### src/rtl/core/isfr_pkg.sv
package isfr_pkg;

	localparam int CFG_IDX_W = 2;
	localparam int CFG_DATA_W = 8;

	localparam logic [CFG_IDX_W-1:0] REG_FIRST_ID = 2'd0;
	localparam logic [CFG_IDX_W-1:0] REG_SECOND_ID = 2'd1;
	localparam logic [CFG_IDX_W-1:0] REG_FRAME_LENGTH = 2'd2;

	localparam logic [7:0] FIRST_ID_RST = 8'd85;
	localparam logic [7:0] SECOND_ID_RST = 8'd242;
	localparam logic [4:0] FRAME_LENGTH_RST = 5'd16;

	localparam logic [4:0] PHASE_WAIT = 5'd1;
	localparam logic [4:0] PHASE_FIRST = 5'd2;
	localparam logic [4:0] PHASE_TOP = 5'd30;
	localparam logic [4:0] MIN_LEN = 5'd4;

	typedef enum logic [9:0] {
		ST_RECV    = 10'b0000000001,
		ST_SUM_RD  = 10'b0000000010,
		ST_SUM_ACC = 10'b0000000100,
		ST_HI_RD   = 10'b0000001000,
		ST_HI_LD   = 10'b0000010000,
		ST_LO_RD   = 10'b0000100000,
		ST_CHECK   = 10'b0001000000,
		ST_EMIT_RD = 10'b0010000000,
		ST_EMIT_LD = 10'b0100000000,
		ST_SPARE   = 10'b1000000000
	} state_t;

	typedef struct packed {
		logic recv;
		logic rd_en;
		logic acc;
		logic addr_trl;
		logic hi_ld;
		logic addr_first;
		logic addr_inc;
		logic out_err;
		logic out_data;
	} cmd_t;

	typedef struct packed {
		logic frame_done;
		logic sum_empty;
		logic at_end;
		logic good;
		logic slot_free;
	} stat_t;

endpackage

### src/rtl/core/id_synced_frame_receiver_unit.sv
// Frame receiver: takes one byte per cycle while receiving, syncs on the ID pair,
// stores the frame in a MAX_FRAME-byte memory (contents undefined until written,
// no clearing pass) and, once the active frame length (frame_length clamped to
// 4..min(MAX_FRAME-1, 31)) is reached, holds off input requests for the checksum
// pass over the single memory read port: each summed byte (active length - 4) is
// read and then added, then the two trailer bytes are read and compared. A bad
// frame then gives one error request; a good one gives its payload bytes, each
// read and then loaded, held off while out_ready stalls. Bytes of the next frame
// are taken as soon as the last request of a run is loaded into the output register.
module id_synced_frame_receiver_unit import isfr_pkg::*; #(
	parameter int MAX_FRAME = 32
) (
	input  logic                  clk,
	input  logic                  arst_n,
	input  logic                  cfg_we,
	input  logic [CFG_IDX_W-1:0]  cfg_index,
	input  logic [CFG_DATA_W-1:0] cfg_data,
	input  logic                  in_valid,
	output logic                  in_ready,
	input  logic [7:0]            rx_byte,
	output logic                  out_valid,
	input  logic                  out_ready,
	output logic [7:0]            payload_byte,
	output logic [4:0]            byte_index,
	output logic                  status,
	output logic                  last
);

	cmd_t  cmd;
	stat_t st;

	isfr_ctrl u_ctrl (
		.clk    (clk),
		.arst_n (arst_n),
		.st     (st),
		.cmd    (cmd)
	);

	isfr_datapath #(
		.MAX_FRAME (MAX_FRAME)
	) u_datapath (
		.clk          (clk),
		.arst_n       (arst_n),
		.cfg_we       (cfg_we),
		.cfg_index    (cfg_index),
		.cfg_data     (cfg_data),
		.in_valid     (in_valid),
		.rx_byte      (rx_byte),
		.out_ready    (out_ready),
		.out_valid    (out_valid),
		.payload_byte (payload_byte),
		.byte_index   (byte_index),
		.status       (status),
		.last         (last),
		.cmd          (cmd),
		.st           (st)
	);

	assign in_ready = cmd.recv;

endmodule

### src/rtl/core/isfr_ctrl.sv
module isfr_ctrl import isfr_pkg::*; (
	input  logic  clk,
	input  logic  arst_n,
	input  stat_t st,
	output cmd_t  cmd
);

	state_t state_q, state_d;

	always_ff @(posedge clk or negedge arst_n) begin
		if (!arst_n) begin
			state_q <= ST_RECV;
		end else begin
			state_q <= state_d;
		end
	end

	always_comb begin
		state_d = state_q;
		cmd = '0;
		case (state_q)
			ST_RECV: begin
				cmd.recv = 1'b1;
				if (st.frame_done) state_d = ST_SUM_RD;
			end
			ST_SUM_RD: begin
				// length four: nothing to add beyond the ID pair
				if (st.sum_empty) begin
					cmd.addr_trl = 1'b1;
					state_d = ST_HI_RD;
				end else begin
					cmd.rd_en = 1'b1;
					state_d = ST_SUM_ACC;
				end
			end
			ST_SUM_ACC: begin
				cmd.acc = 1'b1;
				if (st.at_end) begin
					cmd.addr_trl = 1'b1;
					state_d = ST_HI_RD;
				end else begin
					state_d = ST_SUM_RD;
				end
			end
			ST_HI_RD: begin
				cmd.rd_en = 1'b1;
				state_d = ST_HI_LD;
			end
			ST_HI_LD: begin
				cmd.hi_ld = 1'b1;
				state_d = ST_LO_RD;
			end
			ST_LO_RD: begin
				cmd.rd_en = 1'b1;
				state_d = ST_CHECK;
			end
			ST_CHECK: begin
				if (!st.good) begin
					// hold until the output register is free
					if (st.slot_free) begin
						cmd.out_err = 1'b1;
						state_d = ST_RECV;
					end
				end else if (st.sum_empty) begin
					state_d = ST_RECV;
				end else begin
					cmd.addr_first = 1'b1;
					state_d = ST_EMIT_RD;
				end
			end
			ST_EMIT_RD: begin
				cmd.rd_en = 1'b1;
				state_d = ST_EMIT_LD;
			end
			ST_EMIT_LD: begin
				if (st.slot_free) begin
					cmd.out_data = 1'b1;
					if (st.at_end) begin
						state_d = ST_RECV;
					end else begin
						cmd.addr_inc = 1'b1;
						state_d = ST_EMIT_RD;
					end
				end
			end
			default: begin
				state_d = ST_RECV;
			end
		endcase
	end

	a_done_starts_sum: assert property (@(posedge clk) disable iff (!arst_n)
		(state_q == ST_RECV && st.frame_done) |=> (state_q == ST_SUM_RD))
		else $error("frame completion did not start the checksum pass");

endmodule

### src/rtl/core/isfr_datapath.sv
module isfr_datapath import isfr_pkg::*; #(
	parameter int MAX_FRAME = 32
) (
	input  logic                 clk,
	input  logic                 arst_n,
	input  logic                 cfg_we,
	input  logic [CFG_IDX_W-1:0] cfg_index,
	input  logic [CFG_DATA_W-1:0] cfg_data,
	input  logic                 in_valid,
	input  logic [7:0]           rx_byte,
	input  logic                 out_ready,
	output logic                 out_valid,
	output logic [7:0]           payload_byte,
	output logic [4:0]           byte_index,
	output logic                 status,
	output logic                 last,
	input  cmd_t                 cmd,
	output stat_t                st
);

	localparam int AW = $clog2(MAX_FRAME);
	localparam logic [4:0] CAP = 5'((MAX_FRAME - 1 < 31) ? MAX_FRAME - 1 : 31);

	logic [7:0] first_id_q, second_id_q;
	logic [4:0] frame_length_q;
	logic [4:0] phase_q;
	logic [7:0] win0_q, win1_q, prev_q;
	logic [7:0] mem [MAX_FRAME];
	logic [7:0] rdata_q;
	logic [4:0] addr_q, len_q;
	logic [15:0] sum_q;
	logic [7:0] hi_q;
	logic out_valid_q;
	logic [7:0] payload_q;
	logic [4:0] index_q;
	logic status_q, last_q;

	logic in_fire, wr_en, frame_done;
	logic [4:0] len_act, phase_inc;
	logic [AW-1:0] wr_addr;

	always_ff @(posedge clk or negedge arst_n) begin
		if (!arst_n) begin
			first_id_q <= FIRST_ID_RST;
			second_id_q <= SECOND_ID_RST;
			frame_length_q <= FRAME_LENGTH_RST;
		end else if (cfg_we) begin
			case (cfg_index)
				REG_FIRST_ID:     first_id_q <= cfg_data;
				REG_SECOND_ID:    second_id_q <= cfg_data;
				REG_FRAME_LENGTH: frame_length_q <= cfg_data[4:0];
				default: ;
			endcase
		end
	end

	always_comb begin
		if (frame_length_q < MIN_LEN) len_act = MIN_LEN;
		else if (frame_length_q > CAP) len_act = CAP;
		else len_act = frame_length_q;
	end

	assign in_fire = in_valid && cmd.recv;
	assign phase_inc = phase_q + 5'd1;
	assign wr_addr = AW'(phase_q);
	assign wr_en = in_fire && (phase_q == PHASE_FIRST || (phase_q > PHASE_FIRST &&
		phase_q <= PHASE_TOP && int'(phase_q) < MAX_FRAME));
	assign frame_done = wr_en && phase_q != PHASE_FIRST &&
		!(prev_q == first_id_q && rx_byte == second_id_q) && phase_inc >= len_act;

	always_ff @(posedge clk or negedge arst_n) begin
		if (!arst_n) begin
			phase_q <= PHASE_WAIT;
			win0_q <= 8'd0;
			win1_q <= 8'd0;
		end else if (in_fire) begin
			if (phase_q == PHASE_WAIT) begin
				win0_q <= win1_q;
				win1_q <= rx_byte;
				if (win1_q == first_id_q && rx_byte == second_id_q) phase_q <= PHASE_FIRST;
			end else if (phase_q == PHASE_FIRST) begin
				if (!(win1_q == first_id_q && rx_byte == second_id_q)) phase_q <= phase_inc;
			end else if (wr_en) begin
				// an ID pair inside the frame restarts it
				if (prev_q == first_id_q && rx_byte == second_id_q) phase_q <= PHASE_FIRST;
				else if (frame_done) phase_q <= PHASE_WAIT;
				else phase_q <= phase_inc;
			end else begin
				phase_q <= PHASE_WAIT;
			end
		end
	end

	always_ff @(posedge clk) begin
		if (wr_en) begin
			mem[wr_addr] <= rx_byte;
			prev_q <= rx_byte;
		end
		if (cmd.rd_en) rdata_q <= mem[AW'(addr_q)];
	end

	// ID bytes of the frame stay in the window, so the sum starts from them
	always_ff @(posedge clk) begin
		if (frame_done) begin
			len_q <= len_act;
			sum_q <= {8'd0, win0_q} + {8'd0, win1_q};
		end else if (cmd.acc) begin
			sum_q <= sum_q + {8'd0, rdata_q};
		end
		if (cmd.hi_ld) hi_q <= rdata_q;
		if (cmd.addr_trl) addr_q <= len_q - 5'd2;
		else if (cmd.addr_first || frame_done) addr_q <= PHASE_FIRST;
		else if (cmd.acc || cmd.hi_ld || cmd.addr_inc) addr_q <= addr_q + 5'd1;
	end

	assign st.frame_done = frame_done;
	assign st.sum_empty = (len_q == MIN_LEN);
	assign st.at_end = (addr_q == len_q - 5'd3);
	assign st.good = (sum_q == {hi_q, rdata_q});
	assign st.slot_free = !out_valid_q || out_ready;

	always_ff @(posedge clk or negedge arst_n) begin
		if (!arst_n) begin
			out_valid_q <= 1'b0;
		end else if (cmd.out_data || cmd.out_err) begin
			out_valid_q <= 1'b1;
		end else if (out_ready) begin
			out_valid_q <= 1'b0;
		end
	end

	always_ff @(posedge clk) begin
		if (cmd.out_err) begin
			payload_q <= 8'd0;
			index_q <= 5'd0;
			status_q <= 1'b1;
			last_q <= 1'b1;
		end else if (cmd.out_data) begin
			payload_q <= rdata_q;
			index_q <= addr_q - PHASE_FIRST;
			status_q <= 1'b0;
			last_q <= st.at_end;
		end
	end

	assign out_valid = out_valid_q;
	assign payload_byte = payload_q;
	assign byte_index = index_q;
	assign status = status_q;
	assign last = last_q;

	a_load_free: assert property (@(posedge clk) disable iff (!arst_n)
		(cmd.out_data || cmd.out_err) |-> (!out_valid_q || out_ready))
		else $error("output register loaded over a pending result");

	a_done_wait: assert property (@(posedge clk) disable iff (!arst_n)
		frame_done |=> (phase_q == PHASE_WAIT))
		else $error("phase did not return to waiting after a complete frame");

	a_phase_range: assert property (@(posedge clk) disable iff (!arst_n)
		(phase_q >= PHASE_WAIT) && (phase_q <= PHASE_TOP))
		else $error("phase left its range");

	a_emit_addr: assert property (@(posedge clk) disable iff (!arst_n)
		cmd.out_data |-> (addr_q >= PHASE_FIRST && addr_q <= len_q - 5'd3))
		else $error("payload read outside the frame payload");

endmodule
### config.mk
export PLATFORM = sky130hd
export DESIGN_NAME = id_synced_frame_receiver_unit
export DESIGN_NICKNAME = d
export VERILOG_FILES = /design/src/rtl/core/isfr_pkg.sv /design/src/rtl/core/id_synced_frame_receiver_unit.sv /design/src/rtl/core/isfr_ctrl.sv /design/src/rtl/core/isfr_datapath.sv
export SDC_FILE = /design/constraint.sdc
export NUM_CORES = 1
export LEC_CHECK = 0
export BUFFER_PORTS_ARGS = -buffer_cell sky130_fd_sc_hd__buf_2
export CAP_MARGIN = 0
export CORE_ASPECT_RATIO = 0.8
export CORE_MARGIN = 2
export CORE_UTILIZATION = 50
export DETAILED_ROUTE_END_ITERATION = 7
export PLACE_DENSITY = 0.66
export SYNTH_ARGS = -nofsm -noshare
export SYNTH_HDL_FRONTEND = slang
export SYNTH_HIERARCHICAL = 1
export SYNTH_SLANG_ARGS = --single-unit
### constraint.sdc
create_clock -name clk -period 8.7 [get_ports clk]
set_input_delay 1.305 -clock clk [delete_from_list [all_inputs] [get_ports clk]]
set_output_delay 1.305 -clock clk [all_outputs]
set_load 0.02 [all_outputs]
# After elaboration in Yosys (flattened, before gate mapping)
# Memory sizes are Yosys's and may differ from the RTL's. A register that Yosys moved wholly into a read port is not among the register bits.
# Cells that the tools add are included.
# totals
input_bits,23
latchBits,0
mem_bits_ro,0
ram_bits,256
out_inout_bits,17
n_memories,1
word_cells,126
ff_bits,110
# memory_table
name,depth,width,read_ports,rd_clocked_by_memory_dff,write_ports,line_no,text
u_datapath.mem,32,8,1,1,1,isfr_datapath.sv:28,logic [7:0] mem [MAX_FRAME];
# classes
n_shift,0
n_lt_le_gt_ge,5
n_reduce_logical,27
mux,44
n_div,0
multipliers,0
addsub,7
bitwise_logic,0
eq_ne,25
# ops
operator,count
10-bit one-hot mux with 9 select lines,1
5-bit 2-to-1 mux,12
10-bit 2-to-1 mux,4
16-bit 2-to-1 mux,2
8-bit == test,3
1-bit 2-to-1 mux,19
16-bit by 8-bit adder with 16-bit output,1
16-bit == test,1
8-bit 2-to-1 mux,2
"5-bit by 2-bit subtractor with 5-bit output, second input constant",3
"5-bit by 1-bit adder with 5-bit output, second input constant",2
"10-bit by 1-bit == test with 1-bit output, second input constant",1
"10-bit by 2-bit == test with 1-bit output, second input constant",1
"10-bit by 3-bit == test with 1-bit output, second input constant",1
"10-bit by 4-bit == test with 1-bit output, second input constant",1
"10-bit by 5-bit == test with 1-bit output, second input constant",1
"10-bit by 6-bit == test with 1-bit output, second input constant",1
"10-bit by 7-bit == test with 1-bit output, second input constant",1
"10-bit by 8-bit == test with 1-bit output, second input constant",1
"10-bit by 9-bit == test with 1-bit output, second input constant",1
8-bit by 8-bit adder with 9-bit output,1
1-bit logical AND,8
4-bit 2-to-1 mux,2
2-bit AND reduction,4
other kinds (24),34

# Longest topological paths before layout
# logic_depth
ltp_word,12
depth_mapped,13
mapped_depth_nobuf,11

# Cells and area by module
# The synthesis kept the hierarchy.
# by_module_without_submodules
mod,seq_area_each_um2,n_inst,area_per_inst_um2,cells_each
isfr_datapath,10578.9,1,15622.5,957
isfr_ctrl,226.5,1,738.2,86

# Worst setup path after synthesis
# No wires, ideal clock.
# synth_timing
path_type,reg2reg
from,reg u_ctrl.state_q[8]
to,"mem u_datapath.mem[11][0], enable pin"
n_path_buf,1
stages_incl_launch_ff,10
t_arrival_ps,2970
setup_slack_ps,5359
synth_period_minus_slack_ps,3341
t_required_ps,8330
setup_time_ps,370
path_cell_list,dfrtp_1 > buf_6 > nor4_4 > nor3b_1 > nand3_1 > inv_1 > nand2_1 > a21oi_1 > nand2_1 > nor2_1
# synth_between
elab_chain_cells,6
# synth_rtl
element,line_no,text
from (decl),isfr_ctrl.sv:8,"state_t state_q, state_d;"
from (signal assigned),isfr_ctrl.sv:14,state_q <= state_d;
10-bit by 1-bit == test with 1-bit output,isfr_ctrl.sv:21,case (state_q)
1-bit 2-to-1 mux,isfr_ctrl.sv:21,
via in_ready,id_synced_frame_receiver_unit.sv:19,"output logic in_ready,"
1-bit logical AND,isfr_datapath.sv:63,assign in_fire = in_valid && cmd.recv;
1-bit logical AND,isfr_datapath.sv:66,assign wr_en = in_fire && (phase_q == PHASE_FIRST || (phase_q > PHASE_FIRST &&
via u_datapath.wr_en,isfr_datapath.sv:38,"logic in_fire, wr_en, frame_done;"
1-bit 2-to-1 mux,isfr_datapath.sv:95,if (wr_en) begin
1-bit 2-to-1 mux (implied by the code),isfr_datapath.sv:96,mem[wr_addr] <= rx_byte;
to (decl),isfr_datapath.sv:28,
# The timed path passes the listed nets, and every way through them passes these cells.

# Final worst setup path
# layout_timing
from,reg u_ctrl.state_q[8]
to,"mem u_datapath.mem[5][2], enable pin"
# layout_between
elab_chain_cells,6
# layout_rtl
element,line_no
10-bit by 1-bit == test with 1-bit output,isfr_ctrl.sv:21
1-bit 2-to-1 mux,isfr_ctrl.sv:21
1-bit logical AND,isfr_datapath.sv:63
1-bit logical AND,isfr_datapath.sv:66
via u_datapath.wr_en,isfr_datapath.sv:38
1-bit 2-to-1 mux,isfr_datapath.sv:95
1-bit 2-to-1 mux (implied by the code),isfr_datapath.sv:96
# The timed path passes the listed nets, and every way through them passes these cells.

==> results.cfg <==
[run_status]
outcome = finished, final reports clean

[synthesis]
synthTopCellsByArea = edfxtp_1 56%, mux4_2 8.5%, dfrtp_1 6.1%, mux2_2 2.6%, ha_1 2.4%
syn_area_um2 = 16400
synth.most_common_cell = edfxtp_1
synth_edf_count = 306
seq_area_frac_synth = 0.660
synth_fp_nets = 1100
ys.flop_type = edfxtp_1
synth_warnings = 6
synth_common_cells = 306 x edfxtp_1, 85 x nor2_1, 62 x mux4_2, 42 x nand2_1, 40 x dfrtp_1
yosysTopAreaCell = edfxtp_1
async_reset_ff_frac = 0.139
synth_cell_type_count = 70
netlist.area_leader.share = 0.562
synth_cells = 1043
avgSynthCellArea_um2 = 15.7
synth-seq-cells = 373

[clocking]
post-cts-setup-buffers = 0
cts_tree = built
clock_path_buffers = 3
clk_pin_slew_ns = 0.06
clock_latency_ns = 0.55
htree_levels = 2
ctsHoldBuffers = 0
cts_sinks = 373
clockRootBuffer = clkbuf_16
ctsResizeCount = 0
cts_buffers = 37

[final_layout]
area_growth_pct = 11.1
drive_gt1_frac = 0.213
nNetsFinal = 1136
seqCellArea_um2 = 10800
fin_cells = 1534
n_antenna_cell = 0
fillerInstances = 2491
multi_input_area_um2 = 5210
fin_util = 0.561

[hold_path]
hold_class = reg2reg
hold_depth = 1

[sta]
period_minus_slack_ns = 4.65
tightest_slew_ns = 1.15
grt_setup_unrepaired = no
setup_viol = 0
timing.hold.ws_ns = 0.475
finalMaxSlewViolations = 0
relSlewSlack = 0.227
fin_tns_setup_ns = 0
finalClockSkew_ns = 0.0267
final-hold-violation-count = 0
fmax_mhz = 215
finalCritPeriodShare = 0.534

[place]
placedCellCount = 1467
gp_congestion = 0.834
port_buffers = 39
hpwl_um = 23300

[floorplan]
initial_utilization = 0.505
die_w_um = 206
num_io_pins = 40
die_h_um = 166
core_area_um2 = 32400
row_count = 59
die-area_um2 = 34200

[setup_path]
path_buf_inv = 1
crit_top_cell = nand2_1
r2r_slack_ns = 4.05
cp.required_ns = 8.86
critPathMaxFanout = 12
crit_family = simple AND/OR/NAND/NOR gates
path_cells = nor4_4 -> nor3b_1 -> nand3_1 -> inv_1 -> nand2_1 -> a21oi_1 -> nand2_1 -> nor2_1
cp_slowest_stage_delay_ns = 0.87
critPathLaunchType = flop
r2r_cells = 8
path_class = reg2reg
crit_slowest_cell = a21oi_1
crit_cells = 8
arrival_ns = 4.81
crit_path_end_kind = flop

[detailed_routing]
drcViolationCount = 0
first_pass_iters = 5
num_vias = 9219
drt_iter0_markers = 1066
detail_route.wl_per_cell_um = 23.7
ant_nets = 0
viasPerCell = 6.01
routed_wl_um = 36300

[power_and_ir_drop]
p_sw_frac = 0.287
p_leak_nw = 6.32
power_frac_clock = 0.337
power_frac_comb = 0.206
ir_worst_vdd_uv = 189
intPower_mw = 3.52
power_density_nw_per_um2 = 272
seq_power_share = 0.457
switching_power_mw = 1.42

[grt]
grt_max_degree = 61
grt_pass1_wl_um = 56200
grt-ovfl-total = 0
grt_pass1_vias = 9149
antenna_found_initial = 0
grt.total_usage = 0.221

[job]
maxCapViolCount = 0
sequential cells by signal, summed over array words and instances (netlist names), 8 cells and up:
signal	count
u_datapath/hi_q	8
u_datapath/payload_byte	8
u_datapath/first_id_q	8
u_datapath/rdata_q	8
u_datapath/win1_q	8
u_datapath/win0_q	8
u_datapath/sum_q	16
u_datapath/second_id_q	8
u_datapath/prev_q	8
u_datapath/mem	256
u_ctrl/state_q	9
worst paths after layout:
kind	start	end
worst max register to register	u_ctrl/state_q[8]	u_datapath/mem[5][2]
worst max-delay path	u_ctrl/state_q[8]	u_datapath/mem[5][2]
worst min register to register	u_datapath/status	u_datapath/status
min in group asynchronous	arst_n	u_datapath/out_valid
worst min-delay path	u_datapath/status	u_datapath/status
max in group asynchronous	arst_n	u_datapath/frame_length_q[1]
power groups by stage:
stage                     registers [mW]  clock network [mW]  logic [mW]
after CTS                           2.26                1.70        1.01
final                               2.26                1.66        1.02
after floorplan                     2.21                   0       0.785
after detailed placement            2.29                   0        1.00
after global routing                2.28                1.77        1.12
after global placement              2.29                   0       0.991
placed cells by master (no fill, tap or decap), types with 26 or more instances in the layout:
cell,instances
mux2i_1,32
ha_1,32
mux4_2,62
a21oi_1,32
clkbuf_16,38
buf_2,39
dfrtp_1,40
mux2_2,38
xor2_1,26
nand2_1,42
edfxtp_1,306
xnor2_1,39
nor2_1,84
cell type report:
class,instances,share of cell area
tap,427,0.0294
multi-input combinational,593,0.287
clock buffer,46,0.0540
clock inverter,21,0.0154
timing repair buffer,47,0.0140
inverter,27,0.00558
sequential,373,0.595
logic make-up after synthesis:
family / count (synthesis) / share of synthesized area
AOI/OAI and AO/OA: 124 / 0.0489
muxes: 134 / 0.132
xor gates and xnor gates: 65 / 0.0348
and+or+nand+nor: 236 / 0.0743
DFF: 373 / 0.660
buffers and inverters: 77 / 0.0222
adders and majority gates: 34 / 0.0269
stage by stage:
| step | setup WS (ns) | power (mW) | cell area, um^2 |
|---|---|---|---|
| 5_1_grt | 3.74 | 5.16 | 18200 |
| 4_1_cts | 4.09 | 4.97 | 18200 |
| 2_1_floorplan | 5.36 | 2.99 | 16400 |
| 3_3_place_gp | 4.26 | 3.28 | 16900 |
| 3_5_place_dp | 4.12 | 3.30 | 16900 |
| 6_report | 4.05 | 4.94 | 18200 |
routing by layer:
metal | share of wire | GRT usage | wire length, um
met1 | 0.48 | 0.361 | 17300
met2 | 0.42 | 0.300 | 15300
met3 | 0.085 | 0.0493 | 3100
met4 | 0.019 | 0.0534 | 687
met5 | 0 | 0 | 0
Power figures use the tool's default switching activity.
